`src/design/ole_pkg.sv`:
```
// Shared types and codes for the ordered list engine.
// No dependencies; imported by the controller, datapath and top level.
package ole_pkg;

	// Result status codes
	typedef enum logic [2:0] {
		ST_OK       = 3'd0,
		ST_EMPTY    = 3'd1,
		ST_NOTFOUND = 3'd2,
		ST_FULL     = 3'd3,
		ST_BADPOS   = 3'd4
	} status_t;

	// Request kinds (code 7 is unused and treated as a no-op)
	localparam logic [2:0] K_INS_FRONT = 3'd0;
	localparam logic [2:0] K_INS_BACK  = 3'd1;
	localparam logic [2:0] K_INS_AT    = 3'd2;
	localparam logic [2:0] K_DEL_FRONT = 3'd3;
	localparam logic [2:0] K_DEL_BACK  = 3'd4;
	localparam logic [2:0] K_DEL_AT    = 3'd5;
	localparam logic [2:0] K_SEARCH    = 3'd6;

	// Target index chosen at load time
	typedef enum logic [1:0] {
		TGT_ZERO,
		TGT_COUNT,
		TGT_LAST,
		TGT_POS
	} tgt_t;

	// Walk performed by the datapath
	typedef enum logic [1:0] {
		M_NONE,
		M_UP,
		M_DN,
		M_SRCH
	} mode_t;

	// Controller states
	typedef enum logic [2:0] {
		S_IDLE,
		S_UP,
		S_DN,
		S_SRCH,
		S_DONE
	} state_t;

	// Controller to datapath
	typedef struct packed {
		logic    load;
		status_t status;
		tgt_t    tgt;
		logic    up_init;
		mode_t   mode;
	} dp_cmd_t;

	// Datapath to controller
	typedef struct packed {
		logic full;
		logic empty;
		logic pos_gt;
		logic pos_ge;
		logic walk_done;
	} dp_stat_t;

endpackage

```
`src/design/ole_ctrl.sv`:
```
// Controller FSM for the ordered list engine: decodes requests, sequences walks.
// Depends on ole_pkg.
module ole_ctrl (
	input  logic              clk,
	input  logic              arst_n,
	input  logic              start,
	input  logic [2:0]        kind,
	input  ole_pkg::dp_stat_t stat,
	output ole_pkg::dp_cmd_t  cmd,
	output logic              busy,
	output logic              done
);
	import ole_pkg::*;

	state_t  state_q;
	state_t  state_d;
	state_t  dec_state;
	status_t dec_status;
	tgt_t    dec_tgt;

	// request decode: full/empty checked before position
	always_comb begin
		dec_state  = S_DONE;
		dec_status = ST_OK;
		dec_tgt    = TGT_ZERO;
		if (kind inside {K_INS_FRONT, K_INS_BACK, K_INS_AT}) begin
			if (stat.full) begin
				dec_status = ST_FULL;
			end else if (kind == K_INS_AT && stat.pos_gt) begin
				dec_status = ST_BADPOS;
			end else begin
				dec_state = S_UP;
				case (kind)
					K_INS_FRONT: dec_tgt = TGT_ZERO;
					K_INS_BACK:  dec_tgt = TGT_COUNT;
					default:     dec_tgt = TGT_POS;
				endcase
			end
		end else if (kind inside {K_DEL_FRONT, K_DEL_BACK, K_DEL_AT}) begin
			if (stat.empty) begin
				dec_status = ST_EMPTY;
			end else if (kind == K_DEL_AT && stat.pos_ge) begin
				dec_status = ST_BADPOS;
			end else begin
				dec_state = S_DN;
				case (kind)
					K_DEL_FRONT: dec_tgt = TGT_ZERO;
					K_DEL_BACK:  dec_tgt = TGT_LAST;
					default:     dec_tgt = TGT_POS;
				endcase
			end
		end else if (kind == K_SEARCH) begin
			if (stat.empty) begin
				dec_status = ST_EMPTY;
			end else begin
				dec_state  = S_SRCH;
				dec_status = ST_NOTFOUND;
			end
		end
	end

	always_comb begin
		state_d = state_q;
		case (state_q)
			S_IDLE: begin
				if (start) begin
					state_d = dec_state;
				end
			end
			S_UP, S_DN, S_SRCH: begin
				if (stat.walk_done) begin
					state_d = S_DONE;
				end
			end
			S_DONE:  state_d = S_IDLE;
			default: state_d = S_IDLE;
		endcase
	end

	always_comb begin
		cmd         = '0;
		cmd.load    = (state_q == S_IDLE) && start;
		cmd.status  = dec_status;
		cmd.tgt     = dec_tgt;
		cmd.up_init = (dec_state == S_UP);
		case (state_q)
			S_UP:    cmd.mode = M_UP;
			S_DN:    cmd.mode = M_DN;
			S_SRCH:  cmd.mode = M_SRCH;
			default: cmd.mode = M_NONE;
		endcase
		busy = (state_q != S_IDLE);
		done = (state_q == S_DONE);
	end

	always_ff @(posedge clk or negedge arst_n) begin
		if (!arst_n) begin
			state_q <= S_IDLE;
		end else begin
			state_q <= state_d;
		end
	end

endmodule

```
`config.mk`:
```
export PLATFORM = sky130hd
export DESIGN_NAME = ole_ctrl
export DESIGN_NICKNAME = d
export VERILOG_FILES = /design/src/design/ole_pkg.sv /design/src/design/ole_ctrl.sv
export SDC_FILE = /design/constraint.sdc
export NUM_CORES = 1
export LEC_CHECK = 0
export ABC_CLOCK_PERIOD_IN_PS = 1750
export BUFFER_PORTS_ARGS = -buffer_cell sky130_fd_sc_hd__buf_4
export CORE_AREA = 2 2 39 41
export CTS_BUF_LIST = sky130_fd_sc_hd__clkbuf_4
export DETAILED_ROUTE_END_ITERATION = 7
export DIE_AREA = 0 0 41 43
export PLACE_DENSITY = 0.54
export SETUP_SLACK_MARGIN = 0.02
export SLEW_MARGIN = 25
export SYNTH_ARGS = -nofsm -noshare
export SYNTH_HDL_FRONTEND = slang
export SYNTH_SLANG_ARGS = --single-unit
```
`constraint.sdc`:
```
create_clock -name clk -period 1.75 [get_ports clk]
set_input_delay 0.175 -clock clk [delete_from_list [all_inputs] [get_ports clk]]
set_output_delay 0.175 -clock clk [all_outputs]
set_load 0.02 [all_outputs]
```
### Word level (Yosys, flattened, before mapping)

Index checks and enable logic that the tools add are counted.
Widths: inputs -> output; s select.

* eq/ne operators: 13
* multiplexer cells: 28
* reductions and logical operators: 10

Operator list (number)
* $mux 3: 16
* $mux 2: 8
* $eq 3x2->1 const B: 4
* $eq 3x3->1 const B: 4
* $eq 3x1->1 const B: 3
* $reduce_bool 3->1: 3
* $pmux 2 s2: 2
* $logic_not 3->1: 2
* $pmux 2 s3: 1
* $pmux 3 s2: 1
* $ne 2x2->1 const B: 2
* $logic_and 1x1->1: 3
* $reduce_or 3->1: 1
* $reduce_and 2->1: 1

* register bits: 3

### Longest topological paths before layout

Gate-level depths: netlist of run 1.

* word-level depth: 8
* mapped depth: 4

### Worst setup path after synthesis of run 1

No wires, ideal clock.

* kind: flip-flop to flip-flop
* from: reg state_q[2]
* to: reg state_q[2]
* library setup time: 0.064 ns
* arrival: 1.220 ns
* required time: 1.686 ns
* setup slack: 0.466 ns
* cell stages (with the launch flop): 4
* path buffers: 0
* path through: dfrtp_1 -> or3_4 -> nor4_1 -> a21o_1

* word-level cells in the longest chain between the ends: 4

Ends and longest elaborated chain
* start: declaration: RTL line ole_ctrl.sv:15 `state_t state_q;`
* start signal: assignment: RTL line ole_ctrl.sv:100 `state_q <= state_d;`
* $eq 3x2->1 / $eq 3x1->1 (equally long branches): RTL line ole_ctrl.sv:64 `case (state_q)`
* $reduce_or 3->1: RTL line ole_ctrl.sv:64
* $ne 2x2->1 (no line)
* $reduce_and 2->1 (no line)

Parallel ways exist; a longest one is shown, timed or not.
A chain may end at the register's enable or synchronous reset.

### Worst setup path in the final report of run 1

* from: reg state_q[2]
* to: out busy

* word-level cells in the longest chain between the ends: 1

Ends and longest elaborated chain
* $reduce_bool 3->1: RTL line ole_ctrl.sv:92 `busy = (state_q != S_IDLE);`
* end: declaration: RTL line ole_ctrl.sv:10 `output logic busy,`

Every way passes these cells.

==> results of run 1 <==
==> cells in the final DEF (no fill, tap or decap), drive strengths merged <==
cell and count:
nor2b 3, a21o 1, dfrtp 3, buf 21, and3b 1, o2bb2ai 1
clkbuf 4, a21oi 3, a31oi 2, or2 1, o32ai 1, o31ai 1
nand2b 3, o22ai 1, o21ai 1, and2 1, nand2 1, a311oi 1
a2bb2oi 1, nor2 4, a221oi 1, nor4 2, nand3b 1, a32o 1
dlygate4sd3 1, nor4bb 2, and2b 1, or3 2, inv 5, nor3 3
nand4b 1
==> worst paths after layout <==
| kind | end | cells past startpoint |
|---|---|---|
| setup / recovery | busy | 2 |
| hold / removal | state_q[1]$_DFFE_PN0P_ | 2 |
| setup reg to reg | state_q[2]$_DFFE_PN0P_ | 3 |
| hold reg to reg | state_q[1]$_DFFE_PN0P_ | 2 |
| max in group asynchronous | state_q[0]$_DFFE_PN0P_ | 2 |
| min in group asynchronous | state_q[2]$_DFFE_PN0P_ | 2 |
==> through the flow <==
stage	power (mW)	cells	utilization	hold WS, ps
floorplan	0.221	52	-	-121
detailed placement	0.310	86	0.394	-33.0
finish	0.448	91	0.423	140
global placement	0.309	86	0.394	-32.6
global route	0.475	91	0.423	148
CTS	0.459	91	0.423	133
==> power by group <==
group / switching (mW) / internal (mW)
registers: 0.0106 / 0.0809
clock network: 0.0373 / 0.101
logic: 0.111 / 0.106
total: 0.159 / 0.288
==> cell type report <==
cell class,instances,share of cell area
multi-input cells,41,0.468
inverters,5,0.0321
repair buffers,22,0.286
clock buffers,4,0.0513
well taps,16,0.0342
flip-flops and latches,3,0.128
==> cells by family after synthesis <==
group | count (synthesis)
AO/OA/AOI/OAI | 15
buffers and inverters | 8
flip-flops | 3
AND/OR/NAND/NOR | 26
==> layer usage <==
| layer | share of wire | GRT usage |
|---|---|---|
| met1 | 0.45 | 0.165 |
| met2 | 0.48 | 0.194 |
| met3 | 0.069 | 0.0314 |
| met4 | 0 | 0.0800 |
| met5 | 0 | 0 |
==> critical path, delay by kind of cell (launching register included) <==
kind                   cells  cell delay [ps]
flip-flops                 1              410
AND/OR/NAND/NOR            1              400
buffers and inverters      1              160
==> Flow_metrics.wiki, run 1 <==
{| class="wikitable"
! Metric !! Value
|-
| Final wirelength || 1070 um
|-
| Number of sinks handled by clock tree synthesis || 3
|-
| Final Wtd Congestion || 0.703
|-
| Final HPWL DP || 794 um
|-
| Fin crit period || 1370 ps
|-
| Register ranked first by flip-flop count || state_q
|-
| Mux cell area share after synthesis || 0
|-
| Synth Area in Simple Gates || 0.436
|-
| Final period util || 0.785
|-
| Post_cts resized || 0
|-
| Hold/Removal Path Class || in -> reg
|-
| Mapped Nets || 63
|-
| Area added between synthesis and finish || 53.4%
|-
| Path type of the worst setup path || reg -> out
|-
| Count of endpoints failing hold in the final timing report || 0
|-
| Number of antenna cells inserted || 0
|-
| Commonest register cell after synthesis || dfrtp_1
|-
| Worst relative slew slack || 0.673
|-
| DRT iter0 DRCs || 0
|-
| Library cell contributing the largest single delay on the critical path || dfrtp_1
|-
| DRT antenna net count || 0
|-
| Library cell with the largest summed area after synthesis || dfrtp_1
|-
| Max reg flops || 3
|-
| Count of cell types in the netlist || 31
|-
| Pins over their slew limit || 0
|-
| Dominant combinational cell family by area after synthesis || simple AND/OR/NAND/NOR gates
|-
| Number of antenna violations at the first check in global routing || 0
|-
| Worst R2R Start || state_q[2]$_DFFE_PN0P_
|-
| Maximum operating frequency || 728 MHz
|-
| Status || finished clean
|-
| Worst voltage drop across the vdd grid || 0.412 mV
|-
| First-pass DRT Iterations || 1
|-
| Worst Setup Slack post-DPL || 448 ps
|-
| Hold Buf Count CTS || 1
|-
| Complex-gate fraction of the synthesized area || 0.282
|-
| Post-layout nets || 87
|-
| PwrDens || 764 nW/um^2
|-
| Die area || 1760 sq um
|-
| Critical path, cell by cell || or3_4, buf_4
|-
| Combined area of all synthesized cells || 382 sq um
|-
| Final routed wire length divided by cell count || 11.7 um
|-
| GR Overflow Total || 0
|-
| Instance count of the mapped netlist || 52
|-
| Via count of the first global-routing pass || 371
|-
| Async set or reset register ratio after synthesis || 1.00
|-
| Required time of the critical path || 1570 ps
|-
| Die Width || 41 um
|-
| Clk Latency, worst-skew pair || 230 ps
|-
| Largest cells by area after synthesis || dfrtp_1 (20%), nor4bb_1 (5.2%), inv_1 (4.9%), nand2b_1 (4.9%), nor2b_1 (4.9%)
|-
| Unrepaired setup endpoints after global routing || no
|-
| Worst Hold Launch || stat[0]
|-
| Transition at the pin with the smallest max-transition slack || 487 ps
|-
| Fraction of final layout cells with drive strength greater than 1 || 0.360
|-
| Detail-routed via count per cell || 5.20
|-
| Number of flip-flops and latches in the synthesized netlist || 3
|-
| Maximum cell stage delay along the critical path || 410 ps
|-
| Top-area cell type share of the netlist area || 0.197
|-
| Pin count of the biggest net entering global routing || 18
|-
| Overall via count from detail_route || 473
|-
| Buffers inserted during post-CTS setup optimization || 0
|-
| Yosys warning count || 0
|-
| Initial Utilization || 0.276
|-
| Area of the core region || 1380 sq um
|-
| Clk pin slew, worst setup/hold paths || 40 ps
|-
| Residual DRC count || 0
|-
| Setup WS post-layout || 376 ps
|-
| Total Neg Setup Slack || 0 ps
|-
| Critical-path maximum fanout || 6
|-
| Avg Inst Size Synth || 7.34 sq um
|-
| Area of all sequential standard cells || 75.1 sq um
|-
| Fillcell total || 162
|-
| Maximum clock insertion buffer count || 2
|-
| Die span in y || 43 um
|-
| Combined area of the multi-input logic cells || 274 sq um
|-
| Number of buffers created by CTS || 3
|-
| Boundary pin count || 22
|-
| Synth Area in XOR/XNOR || 0
|-
| Final Skew || 0.675 ps
|-
| GRT Overall Usage || 0.132
|-
| Largest registers || state_q (3)
|-
| Number of failing setup endpoints in the final timing report || 0
|-
| Post-synthesis adder-cell area fraction || 0
|-
| Register-to-register setup slack || 450 ps
|-
| Most instantiated cells after synthesis || inv_1 (5), nor2_1 (4)
|-
| Number of flops mapped to enable cells by yosys || 0
|-
| Clock tree root driver cell || clkbuf_4
|-
| IO Port Bufs || 21
|-
| Kind of launch point of the worst setup path || flop
|-
| Max H-tree Level || 1
|-
| Data arrival time of the worst path || 1200 ps
|-
| Worst setup path start || state_q[2]$_DFFE_PN0P_
|-
| Register area share after synthesis || 0.197
|-
| Number of max-capacitance violations reported || 0
|-
| Standby leakage power || 0.294 nW
|-
| Wire length of the first global-routing pass || 1580 um
|-
| Final non-filler cell area || 586 sq um
|-
| Clock tree from TritonCTS || done
|-
| Placed Area || 546 sq um
|-
| Total number of placement rows || 14
|-
| Cell with the most instances after synthesis || inv_1
|-
| Element type at the critical path end || output port
|}
No activity file was read; power rests on OpenSTA's default activity.
==> run 2, diff against run 1 <==
- ABC_AREA: not set -> 1
- ABC_CLOCK_PERIOD_IN_PS: 1750 -> 1300
- PLACE_DENSITY: 0.54 -> 0.51
- clock period: 1.75 -> 1.3 ns (I/O delays scaled with it)
==> run 2 against run 1 <==
  * Non-clock buffer count up 2
  * Clock skew about the same
  * Sequential cell count unchanged
  * Critical endpoint is now cmd[8]
  * Wire length down 9.7%
  * Sequential power up 73%
  * Hold slack better by 77 ps
  * Largest power group unchanged
  * Highest routed layer unchanged
==> Flow_metrics.wiki, run 2 <==
{| class="wikitable"
! Metric !! Value
|-
| Synth Area in Simple Gates || 0.445
|-
| Largest cells by area after synthesis || dfrtp_1 (22%), inv_1 (12%), nand2_1 (12%), nand3_1 (8.8%), nand3_2 (5.9%)
|-
| Commonest register cell after synthesis || dfrtp_1
|-
| Number of failing setup endpoints in the final timing report || 0
|-
| Complex-gate fraction of the synthesized area || 0.202
|-
| Post-synthesis adder-cell area fraction || 0
|-
| Pins over their slew limit || 0
|-
| Combined area of the multi-input logic cells || 223 sq um
|-
| Highest-count cells in the layout ignoring fill and taps || buf_4 (22), inv_1 (11), nand2_1 (10)
|-
| Max reg flops || 3
|-
| Fin crit period || 1220 ps
|-
| Max H-tree Level || 1
|-
| Worst Hold Launch || stat[0]
|-
| Area added between synthesis and finish || 70.2%
|-
| Maximum clock insertion buffer count || 2
|-
| GR Overflow Total || 0
|-
| Mux cell area share after synthesis || 0
|-
| Number of flip-flops and latches in the synthesized netlist || 3
|-
| Register area share after synthesis || 0.221
|-
| Worst voltage drop across the vdd grid || 0.374 mV
|-
| Register-to-register setup slack || 160 ps
|-
| Min Hold Slack || 217 ps
|-
| Instance count of the mapped netlist || 55
|-
| Register ranked first by flip-flop count || state_q
|-
| Count of endpoints failing hold in the final timing report || 0
|-
| Boundary pin count || 22
|-
| Final Wtd Congestion || 0.780
|-
| GRT Overall Usage || 0.134
|-
| Number of buffers created by CTS || 3
|-
| Post-layout nets || 95
|-
| Die span in y || 43 um
|-
| Worst Reg-to-Reg Cells || 6
|-
| Required time of the critical path || 1170 ps
|-
| Worst R2R Start || state_q[0]$_DFFE_PN0P_
|-
| Area of all sequential standard cells || 75.1 sq um
|-
| DRT iter0 DRCs || 6
|-
| DRT antenna net count || 0
|-
| Count of cell types in the netlist || 19
|-
| Worst relative slew slack || 0.855
|-
| Wire length of the first global-routing pass || 1620 um
|-
| First-pass DRT Iterations || 2
|-
| Die Width || 41 um
|-
| Clk Latency, worst-skew pair || 230 ps
|-
| Mapped Nets || 66
|-
| Synth Area in XOR/XNOR || 0
|-
| Residual DRC count || 0
|-
| Clock tree from TritonCTS || done
|-
| Final HPWL DP || 820 um
|-
| Most common cell after layout, fill and taps aside || buf_4
|-
| Final routed wire length divided by cell count || 9.74 um
|-
| Kind of launch point of the worst setup path || flop
|-
| Async set or reset register ratio after synthesis || 1.00
|-
| Data arrival time of the worst path || 1090 ps
|-
| Most instantiated cells after synthesis || inv_1 (11), nand2_1 (11), nand3_1 (6)
|-
| Number of sinks handled by clock tree synthesis || 3
|-
| Number of antenna cells inserted || 0
|-
| Die area || 1760 sq um
|-
| Dominant combinational cell family by area after synthesis || simple AND/OR/NAND/NOR gates
|-
| Clock tree root driver cell || clkbuf_4
|-
| Unrepaired setup endpoints after global routing || yes
|-
| Number of max-capacitance violations reported || 0
|-
| Fraction of final layout cells with drive strength greater than 1 || 0.446
|-
| Worst-case hold path end point || state_q[1]$_DFFE_PN0P_
|-
| Number of antenna violations at the first check in global routing || 0
|-
| Standby leakage power || 0.327 nW
|-
| Area of the core region || 1380 sq um
|-
| Initial Utilization || 0.246
|-
| End of the worst register-to-register path || state_q[0]$_DFFE_PN0P_
|-
| Largest registers || state_q (3)
|-
| Overall via count from detail_route || 441
|-
| Avg Inst Size Synth || 6.19 sq um
|-
| Via count of the first global-routing pass || 418
|-
| IO Port Bufs || 21
|-
| Status || finished clean
|-
| Pin count of the biggest net entering global routing || 8
|-
| Total Neg Setup Slack || 0 ps
|-
| Maximum operating frequency || 822 MHz
|-
| Element type at the critical path end || output port
|-
| Fillcell total || 166
|-
| Hold/Removal Path Class || in -> reg
|-
| Final period util || 0.936
|-
| Number of cells on the worst hold path || 4
|-
| Total number of placement rows || 14
|-
| Library cell with the largest summed area after synthesis || dfrtp_1
|-
| Final wirelength || 964 um
|-
| PwrDens || 1440 nW/um^2
|-
| Combined area of all synthesized cells || 340 sq um
|-
| Critical-path maximum fanout || 3
|-
| Top-area cell type share of the netlist area || 0.221
|-
| Final Skew || 0.294 ps
|-
| Detail-routed via count per cell || 4.45
|-
| Path type of the worst setup path || reg -> out
|-
| Number of flops mapped to enable cells by yosys || 0
|-
| Transition at the pin with the smallest max-transition slack || 217 ps
|-
| Clk pin slew, worst setup/hold paths || 40 ps
|-
| Yosys warning count || 0
|}
==> run 2: area by class of cell <==
class | count | area share
multi-input cells | 40 | 0.384
repair buffers | 24 | 0.322
flip-flops and latches | 3 | 0.130
inverters | 12 | 0.0778
clock buffers | 4 | 0.0518
well taps | 16 | 0.0346
==> run 2: report_power, final <==
| part | internal [mW] | total (mW) | switching (mW) |
|---|---|---|---|
| Combinational | 0.222 | 0.496 | 0.274 |
| Clock | 0.136 | 0.181 | 0.0450 |
| Sequential | 0.123 | 0.158 | 0.0352 |
| Total | 0.480 | 0.834 | 0.354 |
==> run 2: worst max path at each step <==
stage / to / from / cells past startpoint
after floorplan: state_q[0]$_DFFE_PN0P_ / state_q[0]$_DFFE_PN0P_ / 5
after global placement: state_q[0]$_DFFE_PN0P_ / state_q[0]$_DFFE_PN0P_ / 5
after detailed placement: state_q[0]$_DFFE_PN0P_ / state_q[0]$_DFFE_PN0P_ / 5
after CTS: cmd[8] / state_q[1]$_DFFE_PN0P_ / 4
after global routing: cmd[8] / state_q[0]$_DFFE_PN0P_ / 4
final: cmd[8] / state_q[0]$_DFFE_PN0P_ / 4
==> run 2: routing by layer <==
metal | GRT usage | part of all wire
met1 | 0.153 | 0.43
met2 | 0.213 | 0.51
met3 | 0.0471 | 0.065
met4 | 0.0600 | 0
met5 | 0 | 0
==> run 2: per-stage QoR <==
step	power [mW]	area [sq um]	cells	worst slack, ps	util
detailed placement	0.605	518	92	168	0.374
finish	0.834	579	99	83.1	0.419
global placement	0.605	518	92	182	0.374
floorplan	0.428	340	55	35.8	-
global route	0.910	579	99	12.0	0.419
CTS	0.832	573	99	37.0	0.414
==> run 2: repair_timing <==
item                       in CTS  in global routing
pin swaps                       2                  2
resized for setup               0                  3
setup endpoints to repair       1                  2
hold buffers                    1                  0
buffers inserted                2                  0
cloned                          0                  0
hold endpoints to repair        3                  0
==> run 2: kinds of logic (layout without fill, tap and decap cells) <==
group,after synthesis,in the layout
buf+inv,12,40
flops,3,3
compound gates,10,10
simple gates,30,30
==> run 2: worst max-delay path, cell delays in order (launching register included) <==
cell     delay [ps]
dfrtp_1         420
nor2_4          140
nand2_2          60
nor2_2          110
buf_6           130
